## config.mk

```make
export PLATFORM = sky130hd
export DESIGN_NAME = rotor_cipher_stepping_wheels_core
export DESIGN_NICKNAME = d
export VERILOG_FILES = /design/src/hdl/rcsw_pkg.sv /design/src/hdl/rotor_cipher_stepping_wheels_core.sv /design/src/hdl/rcsw_wiring_ram.sv /design/src/hdl/rcsw_wheel_unit.sv
export SDC_FILE = /design/constraint.sdc
export NUM_CORES = 2
export LEC_CHECK = 0
export ABC_AREA = 1
export BUFFER_PORTS_ARGS = -buffer_cell sky130_fd_sc_hd__buf_2
export CORE_MARGIN = 10
export CORE_UTILIZATION = 45
export CTS_CLUSTER_DIAMETER = 50
export CTS_CLUSTER_SIZE = 8
export DETAILED_ROUTE_END_ITERATION = 8
export MAX_ROUTING_LAYER = met4
export PLACE_DENSITY = 0.61
export REMOVE_ABC_BUFFERS = 1
export SYNTH_ARGS = -nofsm -noshare
export SYNTH_HDL_FRONTEND = slang
export SYNTH_SLANG_ARGS = --single-unit
```

## constraint.sdc

```tcl
create_clock -name clock -period 16.7 [get_ports clock]
set_clock_uncertainty 0.2 [all_clocks]
set_input_delay 4.175 -clock clock [delete_from_list [all_inputs] [get_ports clock]]
set_output_delay 4.175 -clock clock [all_outputs]
set_load 0.02 [all_outputs]
```

## src/hdl/rcsw_pkg.sv

```systemverilog
// ----------------------------------------------------------------------------
// rcsw_pkg
// Shared constants, types and helper functions for the rotor cipher core.
// ----------------------------------------------------------------------------
package rcsw_pkg;

   localparam int MAX_WHEELS        = 8;
   localparam int ALPHABET_SIZE     = 26;
   localparam int WHEEL_W           = (MAX_WHEELS > 1) ? $clog2(MAX_WHEELS) : 1;
   localparam int ENTRY_W           = $clog2(ALPHABET_SIZE);
   localparam int OFF_W             = ENTRY_W;
   localparam int CHAR_W            = 8;
   localparam int MOD_STEPS         = 255 / ALPHABET_SIZE;

   localparam logic [CHAR_W-1:0] LETTER_A          = 8'h41;
   localparam logic [CHAR_W-1:0] LETTER_Z          = 8'h5A;
   localparam logic [CHAR_W-1:0] LAST_LETTER_INDEX = 8'd25;

   typedef enum logic [1:0] {
      CMD_LOAD    = 2'd0,
      CMD_SET     = 2'd1,
      CMD_ENCRYPT = 2'd2,
      CMD_DECRYPT = 2'd3
   } cmd_type;

   // one wheel's wiring: all entries side by side
   typedef logic [ALPHABET_SIZE-1:0][CHAR_W-1:0] row_type;

   // x mod ALPHABET_SIZE for an 8-bit value: independent compares, last hit wins
   function automatic logic [OFF_W-1:0] mod_alpha(input logic [7:0] x);
      logic [7:0] r;
      r = x;
      for (int q = 1; q <= MOD_STEPS; q++) begin
         if (x >= 8'(q * ALPHABET_SIZE)) begin
            r = x - 8'(q * ALPHABET_SIZE);
         end
      end
      return OFF_W'(r);
   endfunction

   // 'A'..'Z' give 0..25, anything else 0
   function automatic logic [7:0] letter_index(input logic [CHAR_W-1:0] c);
      logic [7:0] k;
      k = 8'd0;
      if (c >= LETTER_A && c <= LETTER_Z) begin
         k = c - LETTER_A;
      end
      return k;
   endfunction

endpackage

```

## src/hdl/rotor_cipher_stepping_wheels_core.sv

```systemverilog
// ----------------------------------------------------------------------------
// rotor_cipher_stepping_wheels_core
// Multi-wheel rotor substitution cipher with odometer stepping.
// ----------------------------------------------------------------------------
// Each request transaction carries one command in req_tuser: load a wiring
// byte, set a wheel offset, encrypt or decrypt one byte. Every request gives
// exactly one response transaction. Load and set go from accept through the
// done state to the response register. Encrypt and decrypt pass the n wheels
// in use one at a time through the shared wheel unit, fed by a whole-row read
// of the wiring RAM, then step s wheels (1 to n, one per cycle); a decrypt
// that fails on a wheel stops there and returns 0 with the error flag, without
// stepping. req_tready is low while a request is being worked on; a finished
// response waits in the output register. The wiring RAM has no reset:
// encrypting or decrypting through an entry that was never loaded gives an
// undefined byte. The user must write wheels_in_use on the csr channel only
// while the core is idle; the core itself does not enforce it. 0 acts as 1 and
// values above the wheel count act as the wheel count.
// ----------------------------------------------------------------------------
module rotor_cipher_stepping_wheels_core (
   input  logic        clock,
   input  logic        reset,
   // request: tdata = wheel_sel[2:0], entry_index[7:3], position[15:8],
   //          char_in[23:16]; tuser = cmd[1:0]
   input  logic        req_tvalid,
   output logic        req_tready,
   input  logic [23:0] req_tdata,
   input  logic [1:0]  req_tuser,
   // response: tdata = char_out[7:0]; tuser = error[0]
   output logic        rsp_tvalid,
   input  logic        rsp_tready,
   output logic [7:0]  rsp_tdata,
   output logic        rsp_tuser,
   // wheels_in_use register
   input  logic        csr_valid,
   output logic        csr_ready,
   input  logic [3:0]  csr_data
);

   localparam int WW = rcsw_pkg::WHEEL_W;
   localparam int OW = rcsw_pkg::OFF_W;
   localparam int CW = rcsw_pkg::CHAR_W;

   typedef enum logic [3:0] {
      ST_IDLE = 4'b0001,
      ST_EVAL = 4'b0010,
      ST_STEP = 4'b0100,
      ST_DONE = 4'b1000
   } state_type;

   // request fields
   rcsw_pkg::cmd_type req_cmd;
   logic [2:0]        req_wheel_sel;
   logic [4:0]        req_entry_index;
   logic [7:0]        req_position;
   logic [7:0]        req_char_in;

   assign req_cmd         = rcsw_pkg::cmd_type'(req_tuser);
   assign req_wheel_sel   = req_tdata[2:0];
   assign req_entry_index = req_tdata[7:3];
   assign req_position    = req_tdata[15:8];
   assign req_char_in     = req_tdata[23:16];

   state_type         state_ff, state_in;
   logic [3:0]        wheels_ff;
   logic [WW-1:0]     wheel_ff, wheel_in;
   logic [WW-1:0]     last_ff, last_in;
   logic              backward_ff, backward_in;
   logic [CW-1:0]     char_ff, char_in;
   logic              err_ff, err_in;
   logic [OW-1:0]     offset_ff [rcsw_pkg::MAX_WHEELS];
   logic [OW-1:0]     offset_in [rcsw_pkg::MAX_WHEELS];
   logic              rsp_valid_ff, rsp_valid_in;
   logic [CW-1:0]     rsp_char_ff, rsp_char_in;
   logic              rsp_err_ff, rsp_err_in;

   logic              req_accept;
   logic              sel_ok;
   logic              wr_en;
   logic [3:0]        wheels_eff;
   logic [OW-1:0]     cur_offset;
   logic [OW-1:0]     stepped;
   logic              out_free;
   rcsw_pkg::row_type row;
   logic [CW-1:0]     unit_char;
   logic              unit_found;

   assign req_tready = (state_ff == ST_IDLE);
   assign req_accept = req_tvalid && req_tready;
   assign csr_ready  = 1'b1;

   assign sel_ok = (int'(req_wheel_sel) < rcsw_pkg::MAX_WHEELS);
   assign wr_en  = req_accept && (req_cmd == rcsw_pkg::CMD_LOAD) && sel_ok &&
                   (int'(req_entry_index) < rcsw_pkg::ALPHABET_SIZE);

   // clamp the wheel count into 1..MAX_WHEELS
   always_comb begin
      wheels_eff = wheels_ff;
      if (wheels_ff == 4'd0) begin
         wheels_eff = 4'd1;
      end else if (int'(wheels_ff) > rcsw_pkg::MAX_WHEELS) begin
         wheels_eff = 4'(rcsw_pkg::MAX_WHEELS);
      end
   end

   assign cur_offset = offset_ff[wheel_ff];
   assign stepped    = (int'(cur_offset) == rcsw_pkg::ALPHABET_SIZE - 1) ?
                       '0 : OW'(cur_offset + 1'b1);
   assign out_free   = !rsp_valid_ff || rsp_tready;

   // row read follows the wheel counter, so row always matches wheel_ff
   rcsw_wiring_ram u_ram (
      .clock    (clock),
      .wr_en    (wr_en),
      .wr_wheel (WW'(req_wheel_sel)),
      .wr_entry (rcsw_pkg::ENTRY_W'(req_entry_index)),
      .wr_data  (req_char_in),
      .rd_wheel (wheel_in),
      .rd_row   (row)
   );

   rcsw_wheel_unit u_unit (
      .row      (row),
      .offset   (cur_offset),
      .char_in  (char_ff),
      .backward (backward_ff),
      .char_out (unit_char),
      .found    (unit_found)
   );

   // sequencer
   always_comb begin
      state_in    = state_ff;
      wheel_in    = wheel_ff;
      last_in     = last_ff;
      backward_in = backward_ff;
      char_in     = char_ff;
      err_in      = err_ff;
      offset_in   = offset_ff;
      rsp_valid_in = rsp_valid_ff && !rsp_tready;
      rsp_char_in  = rsp_char_ff;
      rsp_err_in   = rsp_err_ff;

      unique case (state_ff)
         ST_IDLE: begin
            if (req_accept) begin
               char_in     = '0;
               err_in      = 1'b0;
               last_in     = WW'(wheels_eff - 4'd1);
               state_in    = ST_DONE;
               case (req_cmd)
                  rcsw_pkg::CMD_SET: begin
                     if (sel_ok) begin
                        offset_in[WW'(req_wheel_sel)] = rcsw_pkg::mod_alpha(req_position);
                     end
                  end
                  rcsw_pkg::CMD_ENCRYPT: begin
                     backward_in = 1'b0;
                     char_in     = req_char_in;
                     wheel_in    = '0;
                     state_in    = ST_EVAL;
                  end
                  rcsw_pkg::CMD_DECRYPT: begin
                     backward_in = 1'b1;
                     char_in     = req_char_in;
                     wheel_in    = WW'(wheels_eff - 4'd1);
                     state_in    = ST_EVAL;
                  end
                  default: begin
                     // load: RAM write happens on accept
                  end
               endcase
            end
         end
         ST_EVAL: begin
            if (!unit_found) begin
               // decrypt miss: no stepping
               char_in     = '0;
               err_in      = 1'b1;
               state_in    = ST_DONE;
            end else begin
               char_in     = unit_char;
               if (!backward_ff && wheel_ff == last_ff) begin
                  wheel_in = '0;
                  state_in = ST_STEP;
               end else if (backward_ff && wheel_ff == '0) begin
                  state_in = ST_STEP;
               end else if (backward_ff) begin
                  wheel_in = WW'(wheel_ff - 1'b1);
               end else begin
                  wheel_in = WW'(wheel_ff + 1'b1);
               end
            end
         end
         ST_STEP: begin
            // odometer: carry on while the wheel just advanced wrapped to 0
            offset_in[wheel_ff] = stepped;
            if (stepped == '0 && wheel_ff != last_ff) begin
               wheel_in = WW'(wheel_ff + 1'b1);
            end else begin
               state_in = ST_DONE;
            end
         end
         ST_DONE: begin
            if (out_free) begin
               rsp_valid_in = 1'b1;
               rsp_char_in  = char_ff;
               rsp_err_in   = err_ff;
               state_in     = ST_IDLE;
            end
         end
         default: begin
            state_in = ST_IDLE;
         end
      endcase
   end

   always_ff @(posedge clock) begin
      if (reset) begin
         state_ff     <= ST_IDLE;
         wheels_ff    <= 4'd1;
         wheel_ff     <= '0;
         rsp_valid_ff <= 1'b0;
         for (int w = 0; w < rcsw_pkg::MAX_WHEELS; w++) begin
            offset_ff[w] <= '0;
         end
      end else begin
         state_ff     <= state_in;
         wheel_ff     <= wheel_in;
         rsp_valid_ff <= rsp_valid_in;
         offset_ff    <= offset_in;
         if (csr_valid && csr_ready) begin
            wheels_ff <= csr_data;
         end
      end
   end

   // payload registers
   always_ff @(posedge clock) begin
      last_ff     <= last_in;
      backward_ff <= backward_in;
      char_ff     <= char_in;
      err_ff      <= err_in;
      rsp_char_ff <= rsp_char_in;
      rsp_err_ff  <= rsp_err_in;
   end

   assign rsp_tvalid = rsp_valid_ff;
   assign rsp_tdata  = rsp_char_ff;
   assign rsp_tuser  = rsp_err_ff;

endmodule

```

## src/hdl/rcsw_wiring_ram.sv

```systemverilog
// ----------------------------------------------------------------------------
// rcsw_wiring_ram
// Wiring store: one row per wheel, byte write, whole-row registered read.
// ----------------------------------------------------------------------------
module rcsw_wiring_ram (
   input  logic                        clock,
   input  logic                        wr_en,
   input  logic [rcsw_pkg::WHEEL_W-1:0] wr_wheel,
   input  logic [rcsw_pkg::ENTRY_W-1:0] wr_entry,
   input  logic [rcsw_pkg::CHAR_W-1:0]  wr_data,
   input  logic [rcsw_pkg::WHEEL_W-1:0] rd_wheel,
   output rcsw_pkg::row_type            rd_row
);

   rcsw_pkg::row_type mem [rcsw_pkg::MAX_WHEELS];
   rcsw_pkg::row_type rd_row_ff;

   always_ff @(posedge clock) begin
      if (wr_en) begin
         mem[wr_wheel][wr_entry] <= wr_data;
      end
      rd_row_ff <= mem[rd_wheel];
   end

   assign rd_row = rd_row_ff;

endmodule

```

## src/hdl/rcsw_wheel_unit.sv

```systemverilog
// ----------------------------------------------------------------------------
// rcsw_wheel_unit
// One wheel pass: forward lookup or backward search over a wiring row.
// ----------------------------------------------------------------------------
module rcsw_wheel_unit (
   input  rcsw_pkg::row_type            row,
   input  logic [rcsw_pkg::OFF_W-1:0]   offset,
   input  logic [rcsw_pkg::CHAR_W-1:0]  char_in,
   input  logic                         backward,
   output logic [rcsw_pkg::CHAR_W-1:0]  char_out,
   output logic                         found
);

   logic [rcsw_pkg::ALPHABET_SIZE-1:0] hit;
   logic [rcsw_pkg::ALPHABET_SIZE-1:0] hit_rot;
   logic [rcsw_pkg::OFF_W-1:0]         fwd_entry;
   logic [rcsw_pkg::OFF_W-1:0]         near_dist;
   logic [rcsw_pkg::CHAR_W-1:0]        back_char;

   // forward: entry (offset + letter) mod alphabet
   assign fwd_entry = rcsw_pkg::mod_alpha(8'(offset) + rcsw_pkg::letter_index(char_in));

   // backward: compare every entry, rotate so bit d means distance d from offset
   always_comb begin
      for (int e = 0; e < rcsw_pkg::ALPHABET_SIZE; e++) begin
         hit[e] = (row[e] == char_in);
      end
      for (int d = 0; d < rcsw_pkg::ALPHABET_SIZE; d++) begin
         hit_rot[d] = hit[rcsw_pkg::mod_alpha(8'(offset) + 8'(d))];
      end
   end

   // lowest distance wins
   always_comb begin
      near_dist = '0;
      for (int d = rcsw_pkg::ALPHABET_SIZE - 1; d >= 0; d--) begin
         if (hit_rot[d]) begin
            near_dist = rcsw_pkg::OFF_W'(d);
         end
      end
      back_char = (8'(near_dist) <= rcsw_pkg::LAST_LETTER_INDEX) ?
                  rcsw_pkg::LETTER_A + 8'(near_dist) : '0;
   end

   assign found    = backward ? (|hit) : 1'b1;
   assign char_out = backward ? back_char : row[fwd_entry];

endmodule

```

== After elaboration in Yosys (flattened, before gate mapping) ==
Memories as Yosys holds them, arrays and structs flattened. A register that Yosys moved wholly into a read port is not among the register bits.
Index checks and enable logic that the tools add are counted.

* Flip-flop bits (word level): 74
* Memory bits (writable): 1664
* Input bits: 35
* Output and inout port bits: 12
* Word-level logic and storage cells: 1052
* Memories kept: 1

* Add/subtract/negate cells: 284
* Order comparisons: 290
* Equal/unequal tests: 42
* Mux-type cells: 384
* Bitwise logic cells: 2
* Reductions and logical operators: 31

{| class="wikitable"
|+ Memories
! name !! depth !! width !! read ports !! clocked after Yosys merged registers in !! write ports !! line !! text
|-
| u_ram.mem || 8 || 208 || 1 || 1 || 1 || rcsw_wiring_ram.sv:15 || <nowiki>rcsw_pkg::row_type mem [rcsw_pkg::MAX_WHEELS];</nowiki>
|}

{| class="wikitable"
|+ Operators by type and width
! operator !! number
|-
| $mux W5 || 286
|-
| $ge A6 B8 Y1 const B || 125
|-
| $sub A5 B5 Y5 const B || 141
|-
| $sub A5 B4 Y5 const B || 83
|-
| $ge A6 B7 Y1 const B || 50
|-
| $eq A8 B8 Y1 || 26
|-
| $mux W208 || 1
|-
| $lt A5 B6 Y1 const B || 28
|-
| $ge A6 B5 Y1 const B || 25
|-
| $ge A6 B6 Y1 const B || 25
|-
| $sub A5 B2 Y5 const B || 28
|-
| $bmux W1 S5 || 26
|-
| $bwmux W40 || 2
|-
| $ge A8 B8 Y1 const B || 10
|-
| $mux W40 || 2
|-
| $pmux W40 S2 || 1
|-
| $mux W8 || 8
|-
| $add A5 B5 Y6 const B || 10
|-
| $add A5 B4 Y6 const B || 8
|-
| $bmux W8 S5 || 1
|-
| $demux W8 S5 || 1
|-
| $ge A5 B8 Y1 const B || 5
|-
| $ge A8 B7 Y1 const B || 5
|-
| $mux W1 || 32
|-
| other kinds (56) || 104
|}

== Longest topological paths before layout ==
* Depth in word-level cells: 48
* Mapped depth: 63
* Mapped depth without buffers: 61

== Modules after synthesis ==
Synthesis repeated with hierarchy kept, for this count alone.

* Cell total of the unflattened synthesis: 11159
* Area total of the unflattened synthesis: 97666.2 um2

{| class="wikitable"
|+ Modules (own cells, without submodules)
! module !! instances !! cells an instance !! area each (um2) !! sequential area each (um2)
|-
| rcsw_wiring_ram || 1 || 7678 || 77601.9 || 54131.9
|-
| rcsw_wheel_unit || 1 || 2683 || 14841.7 || 0.0
|-
| rotor_cipher_stepping_wheels_core || 1 || 798 || 5222.5 || 1701.6
|}

== Least setup slack after synthesis ==
Ideal clock, no wire load.

* Kind: input port to flip-flop
* From: input req_tdata[10]
* To: register offset_ff[13] (netlist name)
* Setup time: 0.074 ns
* Arrival: 6.467 ns
* Required time: 16.426 ns
* Slack: 9.959 ns
* Stages: 15
* Buffers on the path: 0
* Cell sequence: inv_1 -> ha_1 -> a21oi_1 -> nor2_1 -> nor4_1 -> nand2_1 -> o21ai_0 -> o21ai_0 -> nor2_1 -> o221ai_1 -> nand3_1 -> o211ai_1 -> a221oi_1 -> nand2_1 -> a31oi_1

* Longest elaborated chain between the ends: 17
* Elaborated cells on any way between the ends: 34
* Those cells by class: add/sub: 9; order compare: 9; mux: 16

{| class="wikitable"
|+ Ends and longest elaborated chain
! element !! line !! text
|-
| from (decl) || rotor_cipher_stepping_wheels_core.sv:26 || <nowiki>input logic [23:0] req_tdata,</nowiki>
|-
| $ge A8 B5 Y1 / $sub A5 B5 Y5 (equally long branches) || rcsw_pkg.sv:34, rcsw_pkg.sv:35 ||
|-
| $mux W5 (8 in series) || rcsw_pkg.sv:34 || <nowiki>if (x >= 8'(q * ALPHABET_SIZE)) begin</nowiki>
|-
| $mux W5 * || rcsw_pkg.sv:34 ||
|-
| $mux W5 * || rotor_cipher_stepping_wheels_core.sv:150 || <nowiki>case (req_cmd)</nowiki>
|-
| $mux W5 * || rotor_cipher_stepping_wheels_core.sv:145 || <nowiki>if (req_accept) begin</nowiki>
|-
| $mux W5 * || rotor_cipher_stepping_wheels_core.sv:143 || <nowiki>unique case (state_ff)</nowiki>
|-
| $bwmux W40 * || rotor_cipher_stepping_wheels_core.sv:153 || <nowiki>offset_in[WW'(req_wheel_sel)] = rcsw_pkg::mod_alpha(req_position);</nowiki>
|-
| $mux W40 * || rotor_cipher_stepping_wheels_core.sv:150 ||
|-
| $mux W40 * || rotor_cipher_stepping_wheels_core.sv:145 ||
|-
| $pmux W40 S2 * || rotor_cipher_stepping_wheels_core.sv:143 ||
|-
| to (signal assigned) || rotor_cipher_stepping_wheels_core.sv:230 || <nowiki>offset_ff <= offset_in;</nowiki>
|-
| to (decl) || rotor_cipher_stepping_wheels_core.sv:70 || <nowiki>logic [OW-1:0] offset_ff [rcsw_pkg::MAX_WHEELS];</nowiki>
|}

Mark *: on every way between the ends. The rest lies on a longest branch, timed or not. The select of a mux whose other input is x is not followed.
A chain may end at the register's enable or synchronous reset.

== Worst setup path after layout ==
* From: register wheel_ff[0]
* To: register u_ram.rd_row_ff, in the netlist u_ram.rd_row[122], read port of u_ram.mem

* Longest elaborated chain between the ends: 10
* Elaborated cells on any way between the ends: 24
* Those cells by class: add/sub: 3; eq/ne: 3; mux: 12; bitwise: 1; reduce/logical: 5

{| class="wikitable"
|+ Ends and longest elaborated chain
! element !! line !! text
|-
| from (decl) || rotor_cipher_stepping_wheels_core.sv:65 || <nowiki>logic [WW-1:0] wheel_ff, wheel_in;</nowiki>
|-
| from (signal assigned) || rotor_cipher_stepping_wheels_core.sv:228 || <nowiki>wheel_ff <= wheel_in;</nowiki>
|-
| $not A3 Y4 (not written as such) || rotor_cipher_stepping_wheels_core.sv:105 || <nowiki>assign cur_offset = offset_ff[wheel_ff];</nowiki>
|-
| $bmux W5 S3 || rotor_cipher_stepping_wheels_core.sv:105 ||
|-
| $mux W5 (not written as such) (2 in series) || rotor_cipher_stepping_wheels_core.sv:105 ||
|-
| $add A5 B1 Y5 / $eq A5 B4 Y1 (equally long branches) || rotor_cipher_stepping_wheels_core.sv:107, rotor_cipher_stepping_wheels_core.sv:106 ||
|-
| $mux W5 || rotor_cipher_stepping_wheels_core.sv:106 || <nowiki>assign stepped = (int'(cur_offset) == rcsw_pkg::ALPHABET_SIZE - 1) ?</nowiki>
|-
| $logic_not A5 Y1 || rotor_cipher_stepping_wheels_core.sv:197 || <nowiki>if (stepped == '0 && wheel_ff != last_ff) begin</nowiki>
|-
| $logic_and A1 B1 Y1 || rotor_cipher_stepping_wheels_core.sv:197 ||
|-
| $mux W3 || rotor_cipher_stepping_wheels_core.sv:197 ||
|-
| $pmux W3 S3 * || rotor_cipher_stepping_wheels_core.sv:143 ||
|-
| to (decl) || rcsw_wiring_ram.sv:16 || <nowiki>rcsw_pkg::row_type rd_row_ff;</nowiki>
|}

Marks and branches as above.

==> flow_summary.ini <==
[status]
status = finished with violations
violations = DRC

[sta]
tightest_slew_ns = 1.17
post-route-period-util = 0.570
rsz0062_at_grt = no
finalSetupTns_ns = 0
period_needed_ns = 9.51
setup_viol = 0
final_hold_viol_count = 0
slew-limit-headroom = 0.222
timing.fmax_ghz = 0.105
maxSlewViolCount = 0

[routing]
wl_per_cell_um = 24.1
routed_wl_um = 276000
dr.pass1.iters = 8
ant_nets = 0
drc = 2
drt_iter0_markers = 8169
vias = 66706
viasPerCell = 5.81

[setup_path]
cp_data_arrival_time_ns = 10.15
critPathMaxStageDelay_ns = 0.79
rr_startpoint = wheel_ff[0]
crit_fanout = 86
r2r_slack_ns = 7.19
timing.rr.end = u_ram.rd_row[122]
slowest_stage = buf_4
cp.required_ns = 17.34
reg2reg_depth = 30
worstSetupEndpointType = flop
critPathKind = reg -> reg
cpMostUsedCell = buf_4
start_kind = flop

[pwr]
p_int_w = 0.0100
seq_power_share = 0.403
p_leak_nw = 35.6
sw_frac_of_total = 0.326
combPwrFrac = 0.229
clock_power_share = 0.368
p_per_area_nw_per_um2 = 149
peakVddDrop_uv = 112
netSwitchingPower_w = 0.00484

[clock_network]
clk_latency_ns = 0.92
cts_made_buffers = 299
postCtsHoldBufs = 0
clockBufferDepth = 4
cts-root-buf = clkbuf_16
h-tree-depth = 5
cts_resized = 0
clock-sinks = 1946
cts_setup_buffers = 0
clk_pin_slew_worst_paths_ns = 0.05
cts_tree = done

[final_layout]
fin_util = 0.509
design_area_um2 = 99400
fin_nets = 8786
fin_cells = 11480
final_common_cell = nor2_1
final_layout_size_suffix_gt1_frac = 0.0779
area_growth_pct = 12.4
fillerInstances = 17259
layout_common_cells = nor2_1 (1983), edfxtp_1 (1686), o21ai_0 (1126)

[synth]
ys_seq_elements = 1946
ys_seq_area_frac = 0.631
yosys.area_share.simple = 0.154
synth_top_area_cell = edfxtp_1
synth.area.mux_share = 0.00113
synthAdderAreaFrac = 0.0161
synthFlopType = edfxtp_1
synth_xor_area_frac = 0.0213
synth_compound_area_frac = 0.134
synth_edf_count = 1686
async_flop_share = 0
synth_area_um2 = 88500
synth_top_family_by_area = simple AND/OR/NAND/NOR gates
avgSynthCellArea_um2 = 10.2
yosysUniqueCellTypes = 81
ys_warn_count = 0
synth_area_leaders = edfxtp_1 (57%), nor2_1 (8.4%), o21ai_0 (6.4%), dfxtp_1 (5.9%), nand2_1 (4.0%)
synth_top_area_share = 0.572
netlist_instances = 8661

[floorplan]
die_y_um = 463
die_w_um = 463
dieArea_um2 = 215000
ioPinCount = 47
start_util = 0.453
placementRows = 162
core_um2 = 195000

[job]
maxCapViolations = 0

[placement]
port_buffers = 45
dpl.hpwl_um = 166000
gp_congestion = 0.945
dpl.cell_count = 10961
dpl_cell_area_um2 = 90800

[global_routing]
grt_pass1_vias = 62514
antenna_found_initial = 13
grt_overflow = 0
grt_first_pass_wirelength_um = 407000
grt_usage = 0.254
grt_max_degree = 193

[worst_hold_path]
hold_depth = 2
hold_end = wheels_ff[0]
worstHoldPathType = reg -> reg
hp-start = wheels_ff[0]
-- power by group through the flow --
stage	clock network [W]	logic (W)	registers, W
2_1_floorplan	0	0.00250	0.00584
3_3_place_gp	0	0.00328	0.00606
3_5_place_dp	0	0.00333	0.00605
4_1_cts	0.00553	0.00334	0.00597
5_1_grt	0.00576	0.00371	0.00598
6_report	0.00547	0.00340	0.00599
-- per-stage QoR --
step           hold WS [ns]  total power, W  setup slack [ns]
2_1_floorplan         0.200         0.00834            -23.00
3_3_place_gp          0.248         0.00934              7.09
3_5_place_dp          0.240         0.00938              6.98
4_1_cts               0.269          0.0148              7.36
5_1_grt               0.269          0.0155              6.30
6_report              0.279          0.0149              7.19
-- synth_stat cells, drive strengths merged, types with 7 or more instances --
cell	count
nand4	51
dfxtp	260
o221ai	11
o21ai	1208
a211oi	7
clkinv	17
o22ai	223
edfxtp	1686
a21oi	215
xnor2	102
inv	426
nand2	986
a22oi	7
o211ai	97
clkbuf	330
a221oi	10
or2	36
o311ai	18
nor4	12
a31oi	256
xor2	95
o21a	7
o31ai	8
ha	112
nor3	45
nor2	1996
buf	138
nand3	242
mux2i	10
-- area by class of cell --
class / count / area [um^2] / area share
Tap cell: 2624 / 3280 / 0.0330
Clock inverter: 19 / 249 / 0.00250
Multi-Input combinational cell: 5804 / 29000 / 0.291
Clock buffer: 490 / 8320 / 0.0837
Inverter: 443 / 1690 / 0.0170
Sequential cell: 1946 / 55800 / 0.561
Antenna cell: 10 / 25.0 / 0.000252
Timing Repair Buffer: 144 / 1080 / 0.0108
-- how the worst max path moves through the flow --
| stage | from | to | slack (ns) | cells past startpoint |
|---|---|---|---|---|
| floorplan | req_tvalid | u_ram.rd_row[0] | -23.00 | 12 |
| global placement | req_tvalid | u_ram.rd_row[99] | 7.09 | 17 |
| detailed placement | req_tvalid | u_ram.rd_row[122] | 6.98 | 17 |
| CTS | wheel_ff[0] | u_ram.rd_row[99] | 7.36 | 30 |
| global route | wheel_ff[0] | u_ram.rd_row[115] | 6.30 | 30 |
| finish | wheel_ff[0] | u_ram.rd_row[122] | 7.19 | 30 |
-- routing by layer --
layer	vias to the layer above	track usage	wire (um)
li1	30413	-	-
met1	32448	0.334	114000
met2	3172	0.391	127000
met3	673	0.0470	23500
met4	0	0.0955	11200
met5	-	-	0
-- kinds of logic after synthesis --
logic type,count (synthesis)
muxes,10
xor gates and xnor gates,197
AOI/OAI and AO/OA,2098
DFF,1946
other,1
adders and majority gates,113
and+or+nand+nor,3385
buffers and inverters,911
-- critical path, delay by kind of cell (launching register included) --
kind / cells / cell delay [ns]
buffers and inverters: 12 / 5.27
and+or+nand+nor: 13 / 2.32
AOI/OAI and AO/OA: 4 / 0.66
adders and majority gates: 1 / 0.42
DFF: 1 / 0.29
-- flip-flops by register name, summed over array words and instances, names as in the netlist --
register      flops
rsp_tdata         8
u_ram.rd_row    208
err_ff            1
u_ram.mem      1664
last_ff           3
wheels_ff         4
rsp_tuser         1
wheel_ff          3
state_ff          4
char_ff           8
rsp_tvalid        1
offset_ff        40
backward_ff       1
Note: power is estimated with default switching activity, not from simulation.
